`src/hdl/tlrhs_pkg.sv`:
```
package tlrhs_pkg;

    // Lamp encoding shared by both approaches and the display output
    localparam logic [1:0] LAMP_RED   = 2'd0;
    localparam logic [1:0] LAMP_AMBER = 2'd1;
    localparam logic [1:0] LAMP_GREEN = 2'd2;

    localparam int unsigned NORMAL_PHASES = 4;
    localparam int unsigned RUSH_PHASES   = 6;

    localparam int unsigned TPS_W   = 16;  // ticks_per_second width
    localparam int unsigned SECS_W  = 5;   // longest phase is 30 s
    localparam int unsigned COUNT_W = 21;  // tick counter, 30 * 65535 fits
    localparam int unsigned IDX_W   = 3;

    localparam logic [TPS_W-1:0] TPS_RESET = 16'd1000;

    typedef logic [1:0] t_lamp;
    typedef logic [IDX_W-1:0] t_idx;

    typedef struct packed {
        logic  phase_changed;
        t_lamp shown_light;
        t_lamp east_west_light;
        t_lamp north_south_light;
    } t_result;

    function automatic logic [SECS_W-1:0] phase_secs(input logic rush, input t_idx idx);
        logic [SECS_W-1:0] s;
        s = 5'd10;
        if (rush) begin
            unique case (idx)
                3'd0:    s = 5'd30;
                3'd1:    s = 5'd3;
                3'd2:    s = 5'd1;
                3'd3:    s = 5'd30;
                3'd4:    s = 5'd3;
                3'd5:    s = 5'd1;
                default: s = 5'd30;
            endcase
        end else begin
            unique case (idx)
                3'd0:    s = 5'd10;
                3'd1:    s = 5'd3;
                3'd2:    s = 5'd10;
                3'd3:    s = 5'd3;
                default: s = 5'd10;
            endcase
        end
        return s;
    endfunction

    function automatic t_lamp ns_lamp(input logic rush, input t_idx idx);
        t_lamp l;
        l = LAMP_RED;
        if (rush) begin
            unique case (idx)
                3'd3:    l = LAMP_GREEN;
                3'd4:    l = LAMP_AMBER;
                default: l = LAMP_RED;
            endcase
        end else begin
            unique case (idx)
                3'd2:    l = LAMP_GREEN;
                3'd3:    l = LAMP_AMBER;
                default: l = LAMP_RED;
            endcase
        end
        return l;
    endfunction

    // East-west sequence is the same in both schedules for the first phases
    function automatic t_lamp ew_lamp(input t_idx idx);
        t_lamp l;
        unique case (idx)
            3'd0:    l = LAMP_GREEN;
            3'd1:    l = LAMP_AMBER;
            default: l = LAMP_RED;
        endcase
        return l;
    endfunction

endpackage

```
`src/hdl/traffic_light_rush_hour_sequencer.sv`:
```
// Channel  | Dir | Signals                         | Payload
// ---------+-----+---------------------------------+--------------------------------------
// tick in  | in  | s_axis_tvalid/tready/tdata[7:0] | [0] rush_hour, [1] show_north_south
// lamps out| out | m_axis_tvalid/tready/tdata[7:0] | [1:0] NS, [3:2] EW, [5:4] shown, [6] chg
// config   | in  | i_cfg_wr_en, i_cfg_wr_data[15:0]| ticks_per_second, no read-back
//
// One tick transaction per cycle sustained while m_axis_tready is high; a tick is registered
// at acceptance, and the count/compare/lookup pass puts its result in the output register.
// The critical path is the 5x16 duration multiply feeding the 21-bit compare.
// Reset (synchronous, active low) clears both registers' valid flags and puts
// the sequencer in normal phase 0, NS red / EW green, 1000 ticks per second.
// A stall on m_axis holds the result; one more transaction still lands in the
// input register, after which s_axis_tready drops.
module traffic_light_rush_hour_sequencer
    import tlrhs_pkg::*;
(
    input  logic              i_clk,
    input  logic              i_rst_n,
    input  logic              i_cfg_wr_en,
    input  logic [TPS_W-1:0]  i_cfg_wr_data,
    input  logic              s_axis_tvalid,
    output logic              s_axis_tready,
    input  logic [7:0]        s_axis_tdata,   // [0] rush_hour, [1] show_north_south
    output logic              m_axis_tvalid,
    input  logic              m_axis_tready,
    output logic [7:0]        m_axis_tdata    // [1:0] north_south_light,
                                              // [3:2] east_west_light,
                                              // [5:4] shown_light, [6] phase_changed
);

    // config
    logic [TPS_W-1:0]   r_tps;

    // input register
    logic               r_in_valid;
    logic               r_in_rush;
    logic               r_in_show;

    // sequencer state
    t_idx               r_phase_idx;
    logic [COUNT_W-1:0] r_tick_cnt;
    logic               r_last_rush;
    t_lamp              r_ns;
    t_lamp              r_ew;

    // output register
    logic               r_out_valid;
    t_result            r_out;

    logic               w_advance;
    t_idx               w_cur;
    logic [SECS_W-1:0]  w_secs;
    logic [COUNT_W-1:0] w_duration;
    logic [COUNT_W-1:0] n_tick_cnt;
    logic               w_end;
    t_idx               w_idx;
    t_idx               n_phase_idx;
    t_lamp              n_ns;
    t_lamp              n_ew;
    t_result            n_out;

    // Item moves out of the input register when the output slot is free or draining
    assign w_advance     = r_in_valid && (!r_out_valid || m_axis_tready);
    assign s_axis_tready = !r_in_valid || w_advance;

    always_comb begin
        // guard: out-of-table index reads as phase 0
        if (r_last_rush) begin
            w_cur = (r_phase_idx < IDX_W'(RUSH_PHASES)) ? r_phase_idx : '0;
        end else begin
            w_cur = (r_phase_idx < IDX_W'(NORMAL_PHASES)) ? r_phase_idx : '0;
        end
        w_secs     = phase_secs(r_last_rush, w_cur);
        w_duration = COUNT_W'(COUNT_W'(w_secs) * COUNT_W'(r_tps));
        n_tick_cnt = r_tick_cnt + COUNT_W'(1);
        w_end      = (n_tick_cnt >= w_duration);

        // realign on a schedule switch past the first two phases, then step
        w_idx = w_cur;
        if ((r_in_rush != r_last_rush) && (w_cur >= IDX_W'(2))) begin
            if (!r_last_rush) begin
                w_idx = w_cur + IDX_W'(1);
            end else begin
                w_idx = w_cur - IDX_W'(1);
            end
        end
        w_idx = w_idx + IDX_W'(1);
        if (r_in_rush) begin
            n_phase_idx = (w_idx >= IDX_W'(RUSH_PHASES)) ? '0 : w_idx;
        end else begin
            n_phase_idx = (w_idx >= IDX_W'(NORMAL_PHASES)) ? '0 : w_idx;
        end

        n_ns = w_end ? ns_lamp(r_in_rush, n_phase_idx) : r_ns;
        n_ew = w_end ? ew_lamp(n_phase_idx) : r_ew;

        n_out.north_south_light = n_ns;
        n_out.east_west_light   = n_ew;
        n_out.shown_light       = r_in_show ? n_ns : n_ew;
        n_out.phase_changed     = w_end;
    end

    always_ff @(posedge i_clk) begin
        if (!i_rst_n) begin
            r_tps       <= TPS_RESET;
            r_in_valid  <= 1'b0;
            r_out_valid <= 1'b0;
            r_phase_idx <= '0;
            r_tick_cnt  <= '0;
            r_last_rush <= 1'b0;
            r_ns        <= LAMP_RED;
            r_ew        <= LAMP_GREEN;
        end else begin
            if (i_cfg_wr_en) begin
                r_tps <= i_cfg_wr_data;
            end
            if (s_axis_tready) begin
                r_in_valid <= s_axis_tvalid;
            end
            if (w_advance) begin
                r_out_valid <= 1'b1;
            end else if (m_axis_tready) begin
                r_out_valid <= 1'b0;
            end
            if (w_advance) begin
                r_ns <= n_ns;
                r_ew <= n_ew;
                if (w_end) begin
                    r_tick_cnt  <= '0;
                    r_phase_idx <= n_phase_idx;
                    r_last_rush <= r_in_rush;
                end else begin
                    r_tick_cnt  <= n_tick_cnt;
                end
            end
        end
    end

    // payload registers, no reset
    always_ff @(posedge i_clk) begin
        if (s_axis_tready && s_axis_tvalid) begin
            r_in_rush <= s_axis_tdata[0];
            r_in_show <= s_axis_tdata[1];
        end
        if (w_advance) begin
            r_out <= n_out;
        end
    end

    assign m_axis_tvalid = r_out_valid;
    assign m_axis_tdata  = {1'b0, r_out};

    // Phase index stays inside the table of the schedule it belongs to
    a_idx_in_table: assert property (@(posedge i_clk) disable iff (!i_rst_n)
        (r_last_rush ? (r_phase_idx < IDX_W'(RUSH_PHASES))
                     : (r_phase_idx < IDX_W'(NORMAL_PHASES))))
        else $error("phase index outside schedule table");

    // A phase end restarts the tick count
    a_cnt_restart: assert property (@(posedge i_clk) disable iff (!i_rst_n)
        (w_advance && w_end) |=> (r_tick_cnt == '0))
        else $error("tick count not cleared at phase end");

    // Never two approaches showing non-red at once
    a_conflict: assert property (@(posedge i_clk) disable iff (!i_rst_n)
        m_axis_tvalid |-> ((m_axis_tdata[1:0] == LAMP_RED) || (m_axis_tdata[3:2] == LAMP_RED)))
        else $error("conflicting lamps");

    // Shown lamp equals one of the two approach lamps of the same item
    a_shown: assert property (@(posedge i_clk) disable iff (!i_rst_n)
        w_advance |=> ((r_out.shown_light == r_out.north_south_light) ||
                       (r_out.shown_light == r_out.east_west_light)))
        else $error("shown lamp not from either approach");

endmodule
```
`config.mk`:
```
export PLATFORM = sky130hd
export DESIGN_NAME = traffic_light_rush_hour_sequencer
export DESIGN_NICKNAME = d
export VERILOG_FILES = /design/src/hdl/tlrhs_pkg.sv /design/src/hdl/traffic_light_rush_hour_sequencer.sv
export SDC_FILE = /design/constraint.sdc
export NUM_CORES = 1
export LEC_CHECK = 0
export BUFFER_PORTS_ARGS = -buffer_cell sky130_fd_sc_hd__buf_2
export CAP_MARGIN = 10
export CORE_ASPECT_RATIO = 0.7
export CORE_UTILIZATION = 34
export CTS_CLUSTER_DIAMETER = 100
export DETAILED_ROUTE_END_ITERATION = 8
export PLACE_DENSITY_LB_ADDON = 0.08
export SYNTH_ARGS = -nofsm -noshare
export SYNTH_HDL_FRONTEND = slang
export SYNTH_SLANG_ARGS = --single-unit
```
`constraint.sdc`:
```
create_clock -name i_clk -period 17.46 [get_ports i_clk]
set_clock_uncertainty 0.05 [all_clocks]
set_input_delay 0 -clock i_clk [delete_from_list [all_inputs] [get_ports i_clk]]
set_output_delay 0 -clock i_clk [all_outputs]
set_load 0.02 [all_outputs]
```
## After elaboration in Yosys (flattened, before gate mapping)

Cells that the tools add are included.
W data, S select, Z words.

- Bits in registers: 56
- Input bits: 29
- Output and inout bits: 10
- Logic and storage cells: 69

- $add $sub $neg: 4
- Multipliers: 1
- $lt $le $gt $ge: 6
- Equal/unequal tests: 10
- Multiplexer cells: 21
- Reduce and logical (&&, ||, !) cells: 13

Operator list:

| cell | count |
|---|---|
| $mux W3 | 8 |
| $add A21 B1 Y21 const B | 1 |
| $ge A21 B21 Y1 | 1 |
| $mul A5 B16 Y21 | 1 |
| $mux W21 | 1 |
| $eq A3 B2 Y1 const B | 4 |
| $pmux W2 S2 | 3 |
| $pmux W5 S2 | 1 |
| $eq A3 B3 Y1 const B | 3 |
| $mux W2 | 4 |
| $add A3 B1 Y3 const B | 2 |
| $eq A3 B1 Y1 const B | 2 |
| $ge A3 B3 Y1 const B | 2 |
| $lt A3 B3 Y1 const B | 2 |
| $reduce_or A2 Y1 | 3 |
| $mux W5 | 1 |
| $mux W4 | 1 |
| $ge A3 B2 Y1 const B | 1 |
| $logic_and A1 B1 Y1 | 3 |
| $logic_not A3 Y1 | 1 |
| $sub A3 B1 Y3 const B | 1 |
| $logic_not A1 Y1 | 2 |
| $logic_or A1 B1 Y1 | 2 |
| $mux W1 | 2 |
| 3 further kinds | 3 |

## Logic depth before layout (Yosys ltp)

- Depth in word-level cells: 15
- Depth in mapped cells: 34
- Mapped depth without buffers: 30

## Worst setup path after synthesis

Ideal clock, no wire load.

- Path kind: reg2reg
- Start point: register r_phase_idx[1]
- End point: register r_out (netlist bit m_axis_tdata[0]), data pin
- Library setup time: 260 ps
- Arrival: 7,276 ps
- Required time: 17,150 ps
- Path slack: 9,875 ps
- Cell stages (with the launch flop): 32
- Path buffers: 3
- Clock period less this slack: 7,585 ps
- Path through: dfxtp_1 > nand2b_1 > a21boi_1 > inv_1 > ha_1 > nor3_1 > o21a_1 > or2_2 > clkbuf_1 > clkbuf_1 > nand2_1 > fa_1 > inv_1 > fa_1 > inv_1 > fa_1 > inv_1 > ha_1 > a21oi_1 > or3b_2 > o221ai_1 > o2111ai_1 > xnor2_1 > ha_1 > a21o_1 > a21o_1 > a21oi_1 > nand2_1 > or4_1 > clkbuf_1 > nand2_1 > mux2_2

- Cells in the longest elaborated chain, start to end: 14
- Elaborated cells on any way between the ends: 37
- Those cells by class: add/sub: 3; mul: 1; order compare: 6; eq/ne: 8; mux: 15; reduce/logical: 4

RTL lines:

| element | RTL line | RTL |
|---|---|---|
| start, declared | traffic_light_rush_hour_sequencer.sv:40 | `t_idx r_phase_idx;` |
| start signal, assigned | traffic_light_rush_hour_sequencer.sv:130 | `r_phase_idx <= n_phase_idx;` |
| $lt A3 B3 Y1 (on tied branches) | traffic_light_rush_hour_sequencer.sv:71, traffic_light_rush_hour_sequencer.sv:69 |  |
| $mux W3 (on tied branches) | traffic_light_rush_hour_sequencer.sv:71, traffic_light_rush_hour_sequencer.sv:69 |  |
| $mux W3 (*) | traffic_light_rush_hour_sequencer.sv:68 | `if (r_last_rush) begin` |
| branches (longest 10 deep; another with $mul A5 B16 Y21) | n/a |  |
| $mux W2 (*) | traffic_light_rush_hour_sequencer.sv:94 | `n_ns = w_end ? ns_lamp(r_in_rush, n_phase_idx) : r_ns;` |
| via n_ns[0] | traffic_light_rush_hour_sequencer.sv:58 | `t_lamp n_ns;` |
| end signal, assigned | traffic_light_rush_hour_sequencer.sv:146 | `r_out <= n_out;` |
| end, declared | traffic_light_rush_hour_sequencer.sv:48 | `t_result r_out;` |

Mark *: on every way through the listed nets, which the timed path passes.
A chain may end at the register's enable or synchronous reset.

## Worst setup path in the final report

- Start point: register r_last_rush
- End point: register r_out (netlist bit m_axis_tdata[3]), data pin

- Cells in the longest elaborated chain, start to end: 11
- Elaborated cells on any way between the ends: 31
- Those cells by class: add/sub: 3; mul: 1; order compare: 4; eq/ne: 7; mux: 11; reduce/logical: 5

RTL lines:

| element | RTL line | RTL |
|---|---|---|
| start, declared | traffic_light_rush_hour_sequencer.sv:42 | `logic r_last_rush;` |
| start signal, assigned | traffic_light_rush_hour_sequencer.sv:131 | `r_last_rush <= r_in_rush;` |
| branches (longest 10 deep; another with $mul A5 B16 Y21) | n/a |  |
| $mux W2 (*) | traffic_light_rush_hour_sequencer.sv:95 | `n_ew = w_end ? ew_lamp(n_phase_idx) : r_ew;` |
| via n_ew[1] | traffic_light_rush_hour_sequencer.sv:59 | `t_lamp n_ew;` |

Marked as above.

==> results.toml <==
[setup_path]
crit_type = "reg2reg"
path_common_cell = "inv_1"
crit_path_end_kind = "flip-flop"
worst-r2r-setup-slack_ns = 8.53
cp_data_required_time_ns = 17.48
slowest_delay_ns = 0.58
cpMaxStageDelayCell = "o21a_1"
r2r-end = "m_axis_tdata[3]$_DFFE_PP_"
worstPathMaxFanout = 37
r2r_start = "r_last_rush$_SDFFE_PN0P_"
rr_worst_depth = 29
crit_arrival_ns = 8.94
setup.worst_path.start_class = "flip-flop"

[drt]
dr.pass1.iters = 4
vias = 4757
ant_nets = 0
routed_wl_um = 13300
drcViolationCount = 0
drt_iter0_markers = 169
via_per_inst = 5.04
wl_per_cell_um = 14.1

[logic_synthesis]
synthDistinctLibCells = 65
synth-edff-count = 9
syn_avg_cell_area_um2 = 8.63
ys_seq_area_frac = 0.205
yosysWarnings = 0
synth-seq-cells = 56
netlist_area_um2 = 5910
synth_top_flop_cell = "dfxtp_1"
syn-num-nets = 814
syn_inst = 684
synthArstFlopShare = 0
synth_top_area_share = 0.159
synth.largest_area_cell = "dfxtp_1"
synth_area_leaders = "dfxtp_1 (16%), fa_1 (14%), ha_1 (13%)"

[cells_and_area]
nNetsFinal = 847
syn2layout_area_growth_pct = 12.1
antenna_cells = 0
finalNonFillerCells = 943
mostFrequentLayoutCells = "nand2_1 (79), inv_1 (68), ha_1 (59)"
layout-drive-gt1-share = 0.0891
final_common_cell = "nand2_1"
stdcell_area_um2 = 6620

[grt]
grt.total_usage = 0.159
grt_pass1_vias = 4638
antenna_found_initial = 0
grt_overflow = 0
grt_pass1_wl_um = 23200
grt_max_degree = 38

[cts]
cts_tree = "done"
insertion_delay_ns = 0.31
cts_buffer_depth = 2
cts-root-buf = "clkbuf_16"
cts_max_level = 2
cts_buffers = 5
hold_buffers = 21
post-cts-setup-buffers = 0
cts.sinks = 56
cts_resized = 0
clk_pin_slew_worst_paths_ns = 0.09

[sta]
hold_slack_ns = 0.113
setup_viol = 0
min_period_over_period = 0.511
worst_pin_slew_ns = 0.920
period_needed_ns = 8.93
fmax_mhz = 112
tns_ns = 0
hold_viol_final = 0
relSlewSlack = 0.386
finalMaxSlewViolations = 0
rsz0062_at_grt = "false"

[power_and_ir_drop]
ir_drop_uv = 31.0
finalPower_w = 0.000348
powerDensity_nw_per_um2 = 52.6
p_leak_nw = 3.16

[die]
die_area_um2 = 17900
core_um2 = 16600
die_x_um = 160
rows = 39
die_h_um = 112
start_util = 0.355
io_pins = 39

[worst_hold_path]
holdPathEnd = "r_tps[8]$_SDFFE_PN1P_"
min-delay-path-class = "in2reg"
hold_depth = 3
hp-start = "i_rst_n"

[placement]
dp.cells = 914
placed_cell_area_um2 = 6250
place.gp.congestion = 0.783
io_buffers = 31
hpwl_um = 10200

[run]
drv_cap = 0

[status]
status = "finished clean"
registers in the layout, indices dropped and copies added (netlist names):
signal / flops
r_ew: 2
m_axis_tdata: 7
m_axis_tvalid: 1
r_last_rush: 1
r_ns: 2
r_in_show: 1
r_in_valid: 1
r_phase_idx: 3
r_tick_cnt: 21
r_tps: 16
r_in_rush: 1
Yosys cell counts, types with 6 or more instances:
cell	n
a211o_1	7
a21boi_0	8
a21o_1	19
a21oi_1	28
a31o_2	6
and2_1	40
and3_1	11
clkbuf_1	24
dfxtp_1	47
edfxtp_1	9
fa_1	42
ha_1	59
inv_1	68
mux2i_1	18
nand2_1	79
nand2b_1	8
nand3_1	17
nand4_1	9
nor2_1	33
nor3_1	7
o21a_1	9
o21ai_0	12
xnor2_1	18
xor2_1	18
worst max-delay path by stage:
stage                                      startpoint                   endpoint  cells past startpoint
final                        r_last_rush$_SDFFE_PN0P_  m_axis_tdata[3]$_DFFE_PP_                     29
after global placement       r_last_rush$_SDFFE_PN0P_  m_axis_tdata[3]$_DFFE_PP_                     27
after detailed placement     r_last_rush$_SDFFE_PN0P_  m_axis_tdata[3]$_DFFE_PP_                     26
after global routing         r_last_rush$_SDFFE_PN0P_  m_axis_tdata[3]$_DFFE_PP_                     28
after floorplan           r_phase_idx[1]$_SDFFE_PN0P_  m_axis_tdata[0]$_DFFE_PP_                     31
after CTS                    r_last_rush$_SDFFE_PN0P_  m_axis_tdata[3]$_DFFE_PP_                     26
stage by stage:
step,setup slack [ns],utilization
final,8.53,0.398
after global routing,7.90,0.398
after CTS,8.52,0.398
after detailed placement,8.54,0.376
after global placement,8.60,0.376
after floorplan,9.87,-
power breakdown:
group	switching (W)	internal, W	leakage, nW
combinational	0.0000545	0.0000409	2.61
clock	0.0000585	0.0000556	0.0772
sequential	0.00000415	0.000134	0.468
total	0.000117	0.000231	3.16
area by class of cell:
type                    instances  area (um^2)
repair buffers                 58          410
clock buffers                   5          125
inverters                      68          255
multi-input cells             528         4300
flip-flops and latches         56         1210
well taps                     225          282
clock inverters                 3         33.8
fillers                      1684        10000
critical path, delay by kind of cell (launching register included):
family / cells / cell delay, ns
XOR/XNOR: 1 / 0.24
AO/OA/AOI/OAI: 8 / 2.37
AND/OR/NAND/NOR: 8 / 2.07
buffers and inverters: 5 / 0.53
flip-flops: 1 / 0.57
multiplexers: 1 / 0.38
adder cells (fa/ha/maj): 6 / 2.43
per-layer routing:
| metal | global-route usage | up-vias | wire length, um |
|---|---|---|---|
| met4 | 0.0333 | 0 | 128 |
| met2 | 0.238 | 50 | 5550 |
| met5 | 0 | - | 0 |
| met1 | 0.239 | 2282 | 7370 |
| met3 | 0.0222 | 10 | 294 |
| li1 | - | 2415 | - |
cells by family after synthesis:
logic type	count (synthesis)	share of synthesized area
mux	24	0.0458
flops	56	0.205
fa+ha+maj	101	0.267
xor+xnor	36	0.0534
other cells	1	0.000635
compound gates	128	0.154
buf+inv	100	0.0661
simple gates	238	0.208
Note: power is estimated with default switching activity, not from simulation.
